--- config.mk ---
export PLATFORM = sky130hd
export DESIGN_NAME = resp_array_request_parser
export DESIGN_NICKNAME = d
export VERILOG_FILES = /design/src/rtl/core/rap_pkg.sv /design/src/rtl/core/rap_front.sv /design/src/rtl/core/rap_queue.sv /design/src/rtl/core/rap_back.sv /design/src/rtl/core/resp_array_request_parser.sv
export SDC_FILE = /design/constraint.sdc
export NUM_CORES = 1
export LEC_CHECK = 0
export BUFFER_PORTS_ARGS = -buffer_cell sky130_fd_sc_hd__buf_2
export CAP_MARGIN = 15
export CORE_UTILIZATION = 45
export CTS_CLUSTER_DIAMETER = 150
export CTS_CLUSTER_SIZE = 10
export DETAILED_ROUTE_END_ITERATION = 8
export PLACE_DENSITY = 0.69
export SKIP_CTS_REPAIR_TIMING = 1
export SLEW_MARGIN = 0
export SYNTH_ARGS = -nofsm -noshare
export SYNTH_HDL_FRONTEND = slang
export SYNTH_SLANG_ARGS = --single-unit
--- constraint.sdc ---
create_clock -name clk -period 6.6 [get_ports clk]
set_input_delay 1.32 -clock clk [delete_from_list [all_inputs] [get_ports clk]]
set_output_delay 1.32 -clock clk [all_outputs]
set_load 0.02 [all_outputs]
--- src/rtl/core/rap_pkg.sv ---
// shared types and constants of the resp array request parser
package rap_pkg;

  // default width of the argument counter
  localparam int DEF_ARG_COUNT_BITS = 16;

  // result queue between front and back
  localparam int QUEUE_AW    = 2;
  localparam int QUEUE_DEPTH = 1 << QUEUE_AW;

  // width of the fixed result fields
  localparam int IDX_W = 16;

  // protocol bytes
  localparam logic [7:0] CH_STAR   = 8'h2A;
  localparam logic [7:0] CH_DOLLAR = 8'h24;
  localparam logic [7:0] CH_CR     = 8'h0D;
  localparam logic [7:0] CH_SPACE  = 8'h20;
  localparam logic [7:0] CH_TAB    = 8'h09;
  localparam logic [7:0] CH_PLUS   = 8'h2B;
  localparam logic [7:0] CH_MINUS  = 8'h2D;
  localparam logic [7:0] CH_ZERO   = 8'h30;
  localparam logic [7:0] CH_NINE   = 8'h39;

  // count limits of a 32-bit signed value
  localparam logic [31:0] POS_LIMIT = 32'h7FFF_FFFF;
  localparam logic [31:0] NEG_LIMIT = 32'h8000_0000;

  // parser phases
  typedef enum logic [3:0] {
    PH_FIRST     = 4'd0,
    PH_NOTARR    = 4'd1,
    PH_CNT_WS    = 4'd2,
    PH_CNT_NUM   = 4'd3,
    PH_CNT_TAIL  = 4'd4,
    PH_SKIP_HDR  = 4'd5,
    PH_HDR       = 4'd6,
    PH_HDR_BULK  = 4'd7,
    PH_SKIP_DATA = 4'd8,
    PH_DATA      = 4'd9,
    PH_DRAIN     = 4'd10
  } phase_t;

  // result kinds
  typedef enum logic [1:0] {
    KIND_DATA = 2'd0,
    KIND_END  = 2'd1,
    KIND_DONE = 2'd2
  } kind_t;

  // request status on done
  typedef enum logic [1:0] {
    ST_OK       = 2'd0,
    ST_NOTARR   = 2'd1,
    ST_NODIGITS = 2'd2,
    ST_RANGE    = 2'd3
  } status_t;

  // results caused by one byte, in delivery order: data, end, done
  typedef struct packed {
    logic             has_data;
    logic             has_end;
    logic             has_done;
    logic [7:0]       data;
    logic [IDX_W-1:0] idx;
    status_t          status;
    logic [IDX_W-1:0] count;
  } rec_t;

endpackage

--- src/rtl/core/rap_front.sv ---
// byte parser: classifies each request byte and records the results it causes
module rap_front #(
  parameter int ARG_COUNT_BITS = rap_pkg::DEF_ARG_COUNT_BITS
) (
  input  logic          clk,
  input  logic          rst_n,
  input  logic          in_valid,
  input  logic [7:0]    in_byte,
  input  logic          in_last,
  output logic          in_ready,
  output logic          rec_valid,
  output rap_pkg::rec_t rec,
  input  logic          rec_ready
);

  localparam int ARG_W = (ARG_COUNT_BITS >= rap_pkg::IDX_W) ? rap_pkg::IDX_W : ARG_COUNT_BITS;

  rap_pkg::phase_t phase_r, phase_nxt;
  logic             neg_r, neg_nxt;
  logic [31:0]      mag_r, mag_nxt;
  logic             digits_r, digits_nxt;
  logic [31:0]      elem_r, elem_nxt;
  logic [ARG_W-1:0] args_r, args_nxt;
  logic             lhb_r, lhb_nxt;

  logic accept;
  logic is_cr, is_digit, is_ws, is_sign, is_minus, is_star, is_dollar;
  logic upd_en, in_ws_phase;
  logic [35:0] mag_wide;
  logic [31:0] mag_digit, mag_upd;
  logic        digits_upd, neg_upd, range_bad, eval_fin;
  rap_pkg::status_t eval_st, fin_st;
  logic [31:0]      elem_inc;
  logic [ARG_W-1:0] args_inc;
  logic             reached;
  logic do_data, do_end, do_fin, bad_phase, clear;

  assign in_ready = rec_ready;
  assign accept   = in_valid && rec_ready;

  // byte classes
  assign is_cr     = (in_byte == rap_pkg::CH_CR);
  assign is_star   = (in_byte == rap_pkg::CH_STAR);
  assign is_dollar = (in_byte == rap_pkg::CH_DOLLAR);
  assign is_digit  = (in_byte >= rap_pkg::CH_ZERO) && (in_byte <= rap_pkg::CH_NINE);
  assign is_ws     = (in_byte == rap_pkg::CH_SPACE) ||
                     ((in_byte >= rap_pkg::CH_TAB) && (in_byte <= rap_pkg::CH_CR));
  assign is_minus  = (in_byte == rap_pkg::CH_MINUS);
  assign is_sign   = (in_byte == rap_pkg::CH_PLUS) || is_minus;

  // count accumulation, saturating at all ones
  assign mag_wide  = {mag_r, 3'b000} + {3'b000, mag_r, 1'b0} + {32'd0, in_byte[3:0] - 4'd0};
  assign mag_digit = (mag_wide[35:32] != 4'd0) ? 32'hFFFF_FFFF : mag_wide[31:0];

  assign in_ws_phase = (phase_r == rap_pkg::PH_CNT_WS);
  assign upd_en      = (in_ws_phase || (phase_r == rap_pkg::PH_CNT_NUM)) && !is_cr;
  assign mag_upd     = (upd_en && is_digit) ? mag_digit : mag_r;
  assign digits_upd  = digits_r || (upd_en && is_digit);
  assign neg_upd     = (upd_en && in_ws_phase && is_sign) ? is_minus : neg_r;

  // count evaluation on the values after this byte
  assign range_bad = neg_upd ? (mag_upd > rap_pkg::NEG_LIMIT) : (mag_upd > rap_pkg::POS_LIMIT);
  assign eval_fin  = !digits_upd || range_bad || neg_upd || (mag_upd == 32'd0) || in_last;
  assign eval_st   = !digits_upd ? rap_pkg::ST_NODIGITS :
                     (range_bad ? rap_pkg::ST_RANGE : rap_pkg::ST_OK);

  // saturating counters
  assign elem_inc = (elem_r == 32'hFFFF_FFFF) ? elem_r : elem_r + 32'd1;
  assign args_inc = (args_r == {ARG_W{1'b1}}) ? args_r : args_r + ARG_W'(1);
  assign reached  = (elem_inc >= mag_r);

  // next phase
  always_comb begin
    phase_nxt = phase_r;
    case (phase_r)
      rap_pkg::PH_FIRST: begin
        if (is_star) begin
          phase_nxt = rap_pkg::PH_CNT_WS;
        end else if (!is_cr) begin
          phase_nxt = rap_pkg::PH_NOTARR;
        end
      end
      rap_pkg::PH_NOTARR: begin
        phase_nxt = rap_pkg::PH_NOTARR;
      end
      rap_pkg::PH_CNT_WS, rap_pkg::PH_CNT_NUM: begin
        if (is_cr) begin
          phase_nxt = rap_pkg::PH_SKIP_HDR;
        end else if (is_digit) begin
          phase_nxt = rap_pkg::PH_CNT_NUM;
        end else if (in_ws_phase && is_ws) begin
          phase_nxt = rap_pkg::PH_CNT_WS;
        end else if (in_ws_phase && is_sign) begin
          phase_nxt = rap_pkg::PH_CNT_NUM;
        end else begin
          phase_nxt = rap_pkg::PH_CNT_TAIL;
        end
      end
      rap_pkg::PH_CNT_TAIL: begin
        if (is_cr) begin
          phase_nxt = rap_pkg::PH_SKIP_HDR;
        end
      end
      rap_pkg::PH_SKIP_HDR: begin
        phase_nxt = rap_pkg::PH_HDR;
      end
      rap_pkg::PH_HDR: begin
        if (is_cr) begin
          phase_nxt = rap_pkg::PH_SKIP_HDR;
        end else if (!lhb_r && is_dollar) begin
          phase_nxt = rap_pkg::PH_HDR_BULK;
        end
      end
      rap_pkg::PH_HDR_BULK: begin
        if (is_cr) begin
          phase_nxt = rap_pkg::PH_SKIP_DATA;
        end
      end
      rap_pkg::PH_SKIP_DATA: begin
        phase_nxt = rap_pkg::PH_DATA;
      end
      rap_pkg::PH_DATA: begin
        if (is_cr) begin
          phase_nxt = rap_pkg::PH_SKIP_HDR;
        end
      end
      rap_pkg::PH_DRAIN: begin
        phase_nxt = rap_pkg::PH_DRAIN;
      end
      default: begin
        phase_nxt = rap_pkg::PH_FIRST;
      end
    endcase
    if (do_fin) begin
      phase_nxt = in_last ? rap_pkg::PH_FIRST : rap_pkg::PH_DRAIN;
    end else if (clear) begin
      phase_nxt = rap_pkg::PH_FIRST;
    end
  end

  // results and counter updates
  always_comb begin
    neg_nxt    = neg_upd;
    mag_nxt    = mag_upd;
    digits_nxt = digits_upd;
    elem_nxt   = elem_r;
    args_nxt   = args_r;
    lhb_nxt    = lhb_r;
    do_data    = 1'b0;
    do_end     = 1'b0;
    do_fin     = 1'b0;
    fin_st     = rap_pkg::ST_OK;
    bad_phase  = 1'b0;
    case (phase_r)
      rap_pkg::PH_FIRST: begin
        if (is_cr) begin
          do_fin = 1'b1;
          fin_st = rap_pkg::ST_NOTARR;
        end else if (is_star) begin
          do_fin = in_last;
          fin_st = eval_st;
        end else begin
          do_fin = in_last;
          fin_st = rap_pkg::ST_NOTARR;
        end
      end
      rap_pkg::PH_NOTARR: begin
        do_fin = is_cr || in_last;
        fin_st = rap_pkg::ST_NOTARR;
      end
      rap_pkg::PH_CNT_WS, rap_pkg::PH_CNT_NUM, rap_pkg::PH_CNT_TAIL: begin
        do_fin = (is_cr || in_last) && eval_fin;
        fin_st = eval_st;
      end
      rap_pkg::PH_SKIP_HDR: begin
        lhb_nxt = 1'b0;
        do_fin  = in_last;
      end
      rap_pkg::PH_HDR: begin
        if (is_cr) begin
          if (!lhb_r) begin
            do_fin = 1'b1;
          end else begin
            elem_nxt = elem_inc;
            lhb_nxt  = 1'b0;
            do_fin   = reached || in_last;
          end
        end else if (!lhb_r && is_dollar) begin
          lhb_nxt = 1'b1;
          do_end  = in_last;
          do_fin  = in_last;
        end else begin
          lhb_nxt = 1'b1;
          do_fin  = in_last;
        end
      end
      rap_pkg::PH_HDR_BULK, rap_pkg::PH_SKIP_DATA: begin
        do_end = in_last;
        do_fin = in_last;
      end
      rap_pkg::PH_DATA: begin
        if (is_cr) begin
          do_end = 1'b1;
          do_fin = reached || in_last;
        end else begin
          do_data = 1'b1;
          do_end  = in_last;
          do_fin  = in_last;
        end
      end
      rap_pkg::PH_DRAIN: begin
        do_fin = 1'b0;
      end
      default: begin
        bad_phase = 1'b1;
      end
    endcase
    if (do_end) begin
      args_nxt = args_inc;
      elem_nxt = elem_inc;
    end
    if (clear) begin
      neg_nxt    = 1'b0;
      mag_nxt    = 32'd0;
      digits_nxt = 1'b0;
      elem_nxt   = 32'd0;
      args_nxt   = '0;
      lhb_nxt    = 1'b0;
    end
  end

  // a request ends on its final byte once done is out, or on a stray phase
  assign clear = (in_last && (do_fin || (phase_r == rap_pkg::PH_DRAIN))) || bad_phase;

  // record of this byte's results
  always_comb begin
    rec.has_data = do_data;
    rec.has_end  = do_end;
    rec.has_done = do_fin;
    rec.data     = in_byte;
    rec.idx      = rap_pkg::IDX_W'(args_r);
    rec.status   = fin_st;
    rec.count    = do_end ? rap_pkg::IDX_W'(args_inc) : rap_pkg::IDX_W'(args_r);
  end

  assign rec_valid = accept && (do_data || do_end || do_fin);

  // parser state
  always_ff @(posedge clk) begin
    if (!rst_n) begin
      phase_r  <= rap_pkg::PH_FIRST;
      neg_r    <= 1'b0;
      mag_r    <= 32'd0;
      digits_r <= 1'b0;
      elem_r   <= 32'd0;
      args_r   <= '0;
      lhb_r    <= 1'b0;
    end else if (accept) begin
      phase_r  <= phase_nxt;
      neg_r    <= neg_nxt;
      mag_r    <= mag_nxt;
      digits_r <= digits_nxt;
      elem_r   <= elem_nxt;
      args_r   <= args_nxt;
      lhb_r    <= lhb_nxt;
    end
  end

endmodule

--- src/rtl/core/rap_queue.sv ---
// short queue of result records between the parser and the result sequencer
module rap_queue (
  input  logic          clk,
  input  logic          rst_n,
  input  logic          push_valid,
  input  rap_pkg::rec_t push_rec,
  output logic          push_ready,
  output logic          pop_valid,
  output rap_pkg::rec_t pop_rec,
  input  logic          pop_en
);

  rap_pkg::rec_t                 mem [rap_pkg::QUEUE_DEPTH];
  logic [rap_pkg::QUEUE_AW-1:0] wr_ptr_r, rd_ptr_r;
  logic [rap_pkg::QUEUE_AW:0]   cnt_r, cnt_nxt;
  logic                          do_push, do_pop;

  assign push_ready = (cnt_r != (rap_pkg::QUEUE_AW + 1)'(rap_pkg::QUEUE_DEPTH));
  assign pop_valid  = (cnt_r != '0);
  assign pop_rec    = mem[rd_ptr_r];
  assign do_push    = push_valid && push_ready;
  assign do_pop     = pop_en && pop_valid;

  // occupancy
  always_comb begin
    cnt_nxt = cnt_r;
    if (do_push && !do_pop) begin
      cnt_nxt = cnt_r + 1'b1;
    end else if (do_pop && !do_push) begin
      cnt_nxt = cnt_r - 1'b1;
    end
  end

  // storage
  always_ff @(posedge clk) begin
    if (do_push) begin
      mem[wr_ptr_r] <= push_rec;
    end
  end

  // pointers
  always_ff @(posedge clk) begin
    if (!rst_n) begin
      wr_ptr_r <= '0;
      rd_ptr_r <= '0;
      cnt_r    <= '0;
    end else begin
      if (do_push) begin
        wr_ptr_r <= wr_ptr_r + 1'b1;
      end
      if (do_pop) begin
        rd_ptr_r <= rd_ptr_r + 1'b1;
      end
      cnt_r <= cnt_nxt;
    end
  end

endmodule

--- src/rtl/core/rap_back.sv ---
// result sequencer: expands each record into one to three result transfers
module rap_back (
  input  logic                        clk,
  input  logic                        rst_n,
  input  logic                        pop_valid,
  input  rap_pkg::rec_t               pop_rec,
  output logic                        pop_en,
  output logic                        res_valid,
  input  logic                        res_ready,
  output rap_pkg::kind_t              res_kind,
  output logic [7:0]                  res_byte,
  output logic [rap_pkg::IDX_W-1:0]   res_idx,
  output rap_pkg::status_t            res_status,
  output logic [rap_pkg::IDX_W-1:0]   res_count,
  output logic                        res_last
);

  // pending bits: data in bit 0, end in bit 1, done in bit 2
  rap_pkg::rec_t cur_r, cur_nxt;
  logic [2:0]    pend_r, pend_nxt;
  logic          take, single, load;

  assign res_valid = (pend_r != 3'b000);
  assign single    = ((pend_r & (pend_r - 3'd1)) == 3'b000);
  assign take      = res_valid && res_ready;
  assign load      = pop_valid && (!res_valid || (take && single));
  assign pop_en    = load;
  assign res_last  = single;

  // current result fields
  always_comb begin
    if (pend_r[0]) begin
      res_kind = rap_pkg::KIND_DATA;
    end else if (pend_r[1]) begin
      res_kind = rap_pkg::KIND_END;
    end else begin
      res_kind = rap_pkg::KIND_DONE;
    end
    res_byte   = pend_r[0] ? cur_r.data : 8'd0;
    res_idx    = (pend_r[0] || pend_r[1]) ? cur_r.idx : '0;
    res_status = (res_kind == rap_pkg::KIND_DONE) ? cur_r.status : rap_pkg::ST_OK;
    res_count  = (res_kind == rap_pkg::KIND_DONE) ? cur_r.count : '0;
  end

  // next record and pending set
  always_comb begin
    cur_nxt  = cur_r;
    pend_nxt = pend_r;
    if (load) begin
      cur_nxt  = pop_rec;
      pend_nxt = {pop_rec.has_done, pop_rec.has_end, pop_rec.has_data};
    end else if (take) begin
      pend_nxt = pend_r & (pend_r - 3'd1);
    end
  end

  always_ff @(posedge clk) begin
    cur_r <= cur_nxt;
  end

  always_ff @(posedge clk) begin
    if (!rst_n) begin
      pend_r <= 3'b000;
    end else begin
      pend_r <= pend_nxt;
    end
  end

endmodule

--- src/rtl/core/resp_array_request_parser.sv ---
// top level of the resp array request parser
//
// Request buffer bytes enter on the in_ channel, one byte per transfer, with
// in_tlast high on the final byte of a buffer. Results leave on the out_
// channel: argument data bytes, argument ends and one done per request,
// told apart by out_tuser; out_tlast marks the last result of an input byte.
// The parser takes one byte per cycle while the queue has room and writes
// the results of each byte as one record into a four-entry queue; the
// sequencer then sends one result per cycle while the receiver is ready.
// Each record is stored in the queue before the sequencer loads it. Bytes
// that cause one result or none go through at one per cycle while the
// receiver is ready; a byte that ends an argument and a request causes up
// to three results, which the queue absorbs while later bytes keep arriving.
// When the receiver stalls, the current result holds and the queue fills;
// once it is full, in_tready drops until a record is taken from it.
// Reset empties the queue and returns the parser to the first line of a
// request with all counts cleared.
module resp_array_request_parser #(
  parameter int ARG_COUNT_BITS = rap_pkg::DEF_ARG_COUNT_BITS
) (
  input  logic        clk,
  input  logic        rst_n,
  input  logic        in_tvalid,
  output logic        in_tready,
  input  logic [7:0]  in_tdata,   // [7:0] data_byte
  input  logic        in_tlast,   // last_byte
  output logic        out_tvalid,
  input  logic        out_tready,
  output logic [47:0] out_tdata,  // [7:0] byte_out, [23:8] arg_index, [25:24] status,
                                  // [41:26] arg_count, [47:42] zero
  output logic [1:0]  out_tuser,  // [1:0] kind
  output logic        out_tlast   // run_end
);

  logic          rec_valid, rec_ready;
  rap_pkg::rec_t rec;
  logic          pop_valid, pop_en;
  rap_pkg::rec_t pop_rec;

  rap_pkg::kind_t                res_kind;
  logic [7:0]                    res_byte;
  logic [rap_pkg::IDX_W-1:0]     res_idx;
  rap_pkg::status_t              res_status;
  logic [rap_pkg::IDX_W-1:0]     res_count;

  // byte parser
  rap_front #(
    .ARG_COUNT_BITS(ARG_COUNT_BITS)
  ) u_front (
    .clk      (clk),
    .rst_n    (rst_n),
    .in_valid (in_tvalid),
    .in_byte  (in_tdata),
    .in_last  (in_tlast),
    .in_ready (in_tready),
    .rec_valid(rec_valid),
    .rec      (rec),
    .rec_ready(rec_ready)
  );

  // record queue
  rap_queue u_queue (
    .clk       (clk),
    .rst_n     (rst_n),
    .push_valid(rec_valid),
    .push_rec  (rec),
    .push_ready(rec_ready),
    .pop_valid (pop_valid),
    .pop_rec   (pop_rec),
    .pop_en    (pop_en)
  );

  // result sequencer
  rap_back u_back (
    .clk       (clk),
    .rst_n     (rst_n),
    .pop_valid (pop_valid),
    .pop_rec   (pop_rec),
    .pop_en    (pop_en),
    .res_valid (out_tvalid),
    .res_ready (out_tready),
    .res_kind  (res_kind),
    .res_byte  (res_byte),
    .res_idx   (res_idx),
    .res_status(res_status),
    .res_count (res_count),
    .res_last  (out_tlast)
  );

  // output packing
  assign out_tdata = {6'd0, res_count, res_status, res_idx, res_byte};
  assign out_tuser = res_kind;

endmodule
Yosys cells after proc, flatten, opt, wreduce, memory -nomap -nowiden
Memory sizes are Yosys's and may differ from the RTL's. A register that Yosys moved wholly into a read port is not among the register bits.
Cells that the tools add are included.
{ "totals": {"ff_bits": 139, "latch_bits": 0, "ramBits": 180, "romBits": 0, "in_bits": 13, "wordCells": 182, "mem_count": 1} }
{ "op_classes": {"add_sub_neg": 9, "multipliers": 0, "div": 0, "magnitude_cmp": 7, "eq_ne": 24, "shift": 0, "muxes": 62, "n_bitwise": 1, "n_reduce_logical": 63} }
{ "memory_table": {"columns": ["memory", "words", "word_bits", "rd", "rd_clocked_by_memory_dff", "wr", "line_no", "text"], "rows": [
  ["u_queue.mem", 4, 45, 1, 1, 1, "rap_queue.sv:13", "rap_pkg::rec_t mem [rap_pkg::QUEUE_DEPTH];"]
]} }
{ "ops": {"columns": ["op", "n"], "rows": [
  ["$mux W32", 9],
  ["$mux W16", 5],
  ["$mux W4", 12],
  ["$eq A8 B6 Y1 const B", 5],
  ["$add A35 B33 Y36", 1],
  ["$add A36 B4 Y36", 1],
  ["$pmux W4 S9", 1],
  ["$add A32 B1 Y32 const B", 1],
  ["$eq A32 B32 Y1 const B", 1],
  ["$ge A32 B32 Y1", 1],
  ["$gt A32 B31 Y1 const B", 1],
  ["$gt A32 B32 Y1 const B", 1],
  ["$logic_not A32 Y1", 1],
  ["$logic_and A1 B1 Y1", 20],
  ["$mux W2", 9],
  ["$reduce_bool A3 Y1", 6],
  ["$add A16 B1 Y16 const B", 1],
  ["$eq A16 B16 Y1 const B", 1],
  ["$eq A4 B3 Y1 const B", 4],
  ["$logic_or A1 B1 Y1", 16],
  ["$mux W1", 16],
  ["$mux W3", 5],
  ["$eq A4 B4 Y1 const B", 3],
  ["$reduce_or A11 Y1", 1],
  ["31 further kinds", 44]
]} }

Depth between registers and ports, before layout
{ "depth": {"ltp_word": 20, "depth_mapped": 28, "depth_no_buf": 26} }

By module
From an unflattened synthesis, not the netlist that was laid out.
{ "unflattened": {"cells_unflattened": 1537, "area_unflattened_um2": 17431.7} }
{ "by_module_without_submodules": {"columns": ["module", "instances", "cells_each", "area_per_inst_um2", "seq_area_each_um2"], "rows": [
  ["rap_front", 1, 1130, 8540.7, 1741.7],
  ["rap_queue", 1, 283, 7049.3, 5585.4],
  ["rap_back", 1, 117, 1793.0, 1321.3],
  ["resp_array_request_parser", 1, 7, 48.8, 0.0]
]} }

Worst setup path after synthesis
OpenSTA, ideal clock, no wires.
{ "synth_path": {"path_kind": "input-to-reg", "from": "in in_tdata[3]", "to": "mem u_queue.mem[0][0] (netlist bit), enable pin", "setup_time_ps": 407, "t_arrival_ps": 5741, "required_time_ps": 6193, "setup_slack_ps": 452, "cell_stages": 16, "n_path_buf": 1, "cell_sequence": "inv_1 fa_1 fa_1 nand2b_1 a211oi_2 o21ai_0 a21oi_1 a31oi_1 mux2i_1 a211o_1 a222oi_1 nand3_1 nor2_2 o311a_1 buf_4 and2_1"} }
{ "synth_between": {"elab_chain_len": 18, "word_cells_on_any_way": 46} }
{ "synth_rtl": {"columns": ["item", "line_no", "text"], "rows": [
  ["start, declared", "resp_array_request_parser.sv:25", "input logic [7:0] in_tdata,"],
  ["parallel branches: the longest is 13 deep, another holds $add A36 B4 Y36", null, null],
  ["$logic_or A1 B1 Y1 *", "rap_front.sv:246", "assign rec_valid = accept && (do_data || do_end || do_fin);"],
  ["$logic_and A1 B1 Y1 *", "rap_front.sv:246", null],
  ["$logic_and A1 B1 Y1 *", "rap_queue.sv:21", "assign do_push = push_valid && push_ready;"],
  ["named net u_queue.do_push", "rap_queue.sv:16", "logic do_push, do_pop;"],
  ["$mux W1 *", "rap_queue.sv:36", "if (do_push) begin"],
  ["$mux W1 (implied by the code) *", "rap_queue.sv:37", "mem[wr_ptr_r] <= push_rec;"],
  ["end, declared", "rap_queue.sv:13", null]
]} }
Mark *: on every way through the listed nets, which the timed path passes.

Worst setup path after layout
{ "layout_path": {"from": "reg u_front.elem_r[3]", "to": "reg u_queue.cnt_r[2] (netlist bit)"} }
{ "layout_between": {"elab_chain_len": 13, "word_cells_on_any_way": 17} }
{ "layout_rtl": {"columns": ["item", "line_no", "text"], "rows": [
  ["start, declared", "rap_front.sv:22", "logic [31:0] elem_r, elem_nxt;"],
  ["start signal, assigned", "rap_front.sv:263", "elem_r <= elem_nxt;"],
  ["$add A32 B1 Y32 or $eq A32 B32 Y1 (tied branches)", "rap_front.sv:68", "assign elem_inc = (elem_r == 32'hFFFF_FFFF) ? elem_r : elem_r + 32'd1;"],
  ["$mux W32 *", "rap_front.sv:68", null],
  ["$ge A32 B32 Y1 *", "rap_front.sv:70", "assign reached = (elem_inc >= mag_r);"],
  ["$logic_or A1 B1 Y1 *", "rap_front.sv:186, rap_front.sv:204", null],
  ["$mux W1", "rap_front.sv:181", "if (!lhb_r) begin"],
  ["$mux W1", "rap_front.sv:180", "if (is_cr) begin"],
  ["$pmux W1 S6 *", "rap_front.sv:154", "case (phase_r)"],
  ["$logic_or A1 B1 Y1 *", "rap_front.sv:246", null],
  ["$logic_and A1 B1 Y1 *", "rap_front.sv:246", null],
  ["$logic_and A1 B1 Y1 *", "rap_queue.sv:21", null],
  ["$logic_not A1 Y1", "rap_queue.sv:29", "end else if (do_pop && !do_push) begin"],
  ["$logic_and A1 B1 Y1", "rap_queue.sv:29", null],
  ["$reduce_bool A2 Y1 (no source line)", null, null],
  ["end signal, assigned", "rap_queue.sv:54", "cnt_r <= cnt_nxt;"],
  ["end, declared", "rap_queue.sv:15", "logic [rap_pkg::QUEUE_AW:0] cnt_r, cnt_nxt;"]
]} }
Every way passes the cells marked *; elsewhere a longest branch is shown, timed or not.
A chain may end at the register's enable or synchronous reset.

==> key figures <==
Layout
  – Fin nets: about 1.7k
  – Layout filler cell count: between 3k and 4k
  – Layout area overhead: 11.14%
  – Finished Layout Cells: 2129
  – Layout cells sized above 1: 13.85%
  – Leading cell type in the layout, fill and taps excluded: edfxtp_1
  – Most frequent cells in the layout: 222 x edfxtp_1, 110 x nand2_1, 105 x a21oi_1
  – Final Util: 50.97%

Power and ir drop
  – VDD IR-drop max: about 0.00016 V
  – Comb pwr share: between 20% and 30%
  – Cell Pwr Density: 291.2 nW/um^2
  – Switching power: 1.602 mW
  – Pleak: around 7 nW
  – Switch share: between 20% and 30%
  – Int Power: between 4 and 5 mW
  – Clock Power Share: between 30% and 40%
  – Sequential power share: a little under half

Yosys
  – Main synth FF type: edfxtp_1
  – Avg Cell Area, Syn: about 11 sq um
  – Asr flop ratio synth: 0%
  – Synth cell types: 89
  – Synth Instances: roughly 1.6k
  – Synth Register Bits: roughly 320
  – Synthesized cell area: 17310 sq um
  – Share of the synthesized area in the top cell type: approximately 39%
  – Yosys top cell by area: edfxtp_1
  – Syn. warnings: 0
  – Seq/Total Area, Yosys: between 40% and 50%
  – Count of flip-flops with a built-in enable after synthesis: ~220
  – Area contributors post-synth: edfxtp_1 39%, dfxtp_1 11%, ha_1 7.4%

Detailed routing
  – Post-route ant nets: 0
  – Routed WL: approximately 43000 microns
  – Drt first pass iters: 5
  – Vias/cell: 5.885
  – Remaining DRCs: 0
  – Via count: roughly 13k
  – Initial DRC count: 981
  – Routed WL per cell: a little over 20 microns

CTS
  – H-tree Lvls: 2
  – CTS tree: done
  – Clk pin slew, worst setup/hold paths: ~0.060 ns
  – Max Root-Sink Buffers: 3
  – Number of CTS-inserted buffers: 38
  – TritonCTS sink count: about 320
  – Worst-skew pair later-pin latency: ~0.54 ns
  – CTS root buf: clkbuf_16

Worst setup path
  – CP max stage cell: a2111oi_0
  – Worst path required time: 7.07 ns
  – CP endpoint kind: register
  – Crit start category: register
  – Critical path type: register to register
  – Delay-heaviest family, CP: simple AND/OR/NAND/NOR gates
  – Max Fanout on Critical Path: 7
  – Worst EP arrival: ~6.5 ns
  – R2R Setup Slk: between 0.5 and 0.6 ns
  – Max incr delay on CP: between 0.4 and 0.5 ns
  – Crit path buf inv count: 2

STA
  – Post-layout worst setup margin: between 0.5 and 0.6 ns
  – RSZ-0062 raised after global routing: no
  – Fin. Hold Viols: 0
  – Max Slew Vio Count: 0
  – Period utilization: between 90 and 100%
  – Tightest Pin Transition: 1.108 ns
  – # setup viols final: 0
  – Clock skew: around 0.025 ns
  – F_max: approximately 170 MHz
  – Final TNS setup: 0 ns
  – Hold Worst Slack: 0.4960 ns
  – Fin crit period: 6.055 ns
  – Slew HR: 25.95%

Job
  – Max Cap Violations: 0

Die
  – Num ports: 66
  – Chip height: approximately 200 microns
  – Die area: 39260 sq um
  – Row cnt: 71
  – Core area: between 30000 and 40000 sq um
  – Initial Utilization: 45.86%
  – Die X: ~200 microns

Global routing
  – Number of global-route vias before repair: around 12k
  – GRT Total Usage: 22.19%
  – Global-route wire length before repair: just under 70000 microns
  – Largest net degree at the start of global routing: 56
  – Gr ovfl total: 0
  – Initial antenna violation count: 1

Placed design
  – Detailed placer's ending HPWL: approximately 30000 microns
  – Placement Setup Slack: between 0.15 and 0.2 ns
  – Placed insts: slightly above 2k
  – Port Buffers: about 60
  – Placer Congestion: between 0.9 and 1

Status
  – Status: complete, no violations

Worst hold path
  – Worst hold path class: register to register
## cells in the mapped netlist, types with 5 or more instances
cell and instances:
edfxtp_1 222, nand2_1 110, a21oi_1 106, ha_1 102, dfxtp_1 99, nor2_1 96, o21ai_0 90, clkbuf_1 66
inv_1 58, nor2b_1 49, mux4_2 45, xnor2_1 45, and2_1 41, nand4_1 36, nand3_1 31, xor2_1 31
nor3_1 23, a21o_1 22, a22o_1 20, a22oi_1 18, o21ai_1 12, o221a_2 12, a31oi_1 11, nor4_1 11
o31ai_1 11, and3_1 10, o22ai_1 10, a21oi_2 9, buf_2 8, o211ai_1 8, o21a_1 8, buf_4 7
o2111ai_1 6, buf_1 5, nand2b_1 5, nor3b_1 5
## worst reg2reg max path: stages (launching register included)
cell	delay, ns
dfxtp_1	0.44
nand4_1	0.17
nor3_1	0.25
buf_4	0.17
nand3_1	0.16
nor2_1	0.30
nand2_1	0.16
or2_2	0.35
nor3_1	0.24
and3_1	0.25
xor2_1	0.23
ha_1	0.28
nor2b_1	0.13
o21ai_0	0.13
nand3_1	0.15
a2111oi_0	0.47
a31o_2	0.27
o221ai_1	0.21
nand3b_1	0.26
o311a_1	0.33
ha_1	0.22
inv_1	0.07
fa_1	0.18
xor2_1	0.09
or3_1	0.32
a21boi_0	0.16
## power by group through the flow
stage,registers (mW),clock network (mW),logic [mW]
floorplan,2.53,0,0.872
global placement,2.62,0,1.13
detailed placement,2.63,0,1.14
CTS,2.59,1.92,1.15
global route,2.62,2.00,1.24
finish,2.58,1.89,1.13
## cell type report
type	count	area, sq um	area share, %
flip-flops and latches	321	8653	44.97
clock inverters	3	41.29	0.2146
repair buffers	84	533.0	2.770
clock buffers	62	1062	5.521
diodes	1	2.502	0.01300
multi-input cells	1088	8089	42.04
inverters	59	221.5	1.151
well taps	511	639.4	3.323
## path summary, 6_finish.rpt
| kind | start | end | cells after the start |
|---|---|---|---|
| worst max-delay path | u_front.elem_r[3] | u_queue.cnt_r[2] | 25 |
| worst min-delay path | u_front.elem_r[17] | u_front.elem_r[17] | 1 |
| worst max register to register | u_front.elem_r[3] | u_queue.cnt_r[2] | 25 |
| worst min register to register | u_front.elem_r[17] | u_front.elem_r[17] | 1 |
## kinds of logic after synthesis
kind of cell    after synthesis  share of synthesized area (%)
fa+ha+maj                   105                          7.718
xor+xnor                     76                          3.844
simple gates                444                          13.03
mux                          50                          6.150
compound gates              407                          15.74
other cells                   1                        0.02166
buf+inv                     148                          3.548
flops                       321                          49.95
## per-stage QoR
stage	cell area, sq um	total power, mW
floorplan	17330	3.403
global placement	18140	3.748
detailed placement	18140	3.775
CTS	19240	5.663
global route	19240	5.861
finish	19240	5.604
## metal layers
| metal | vias to the layer above | global-route usage, % | wire [microns] |
|---|---|---|---|
| met5 | - | 0 | 0 |
| met4 | 0 | 5.685 | 828 |
| met3 | 64 | 2.776 | 2281 |
| met2 | 377 | 37.71 | 20730 |
| met1 | 6160 | 29.89 | 19070 |
| li1 | 5929 | - | - |
## sequential cells by signal, summed over array words and instances, names as in the netlist, named ones only
signal            cells
u_front.neg_r         1
u_back.cur_r         42
u_front.mag_r        32
u_queue.wr_ptr_r      2
u_queue.mem         180
u_front.lhb_r         1
u_front.elem_r       32
u_front.phase_r       4
u_front.args_r       16
u_front.digits_r      1
u_queue.cnt_r         3
u_back.pend_r         3
u_queue.rd_ptr_r      2
Power figures use the tool's default switching activity.
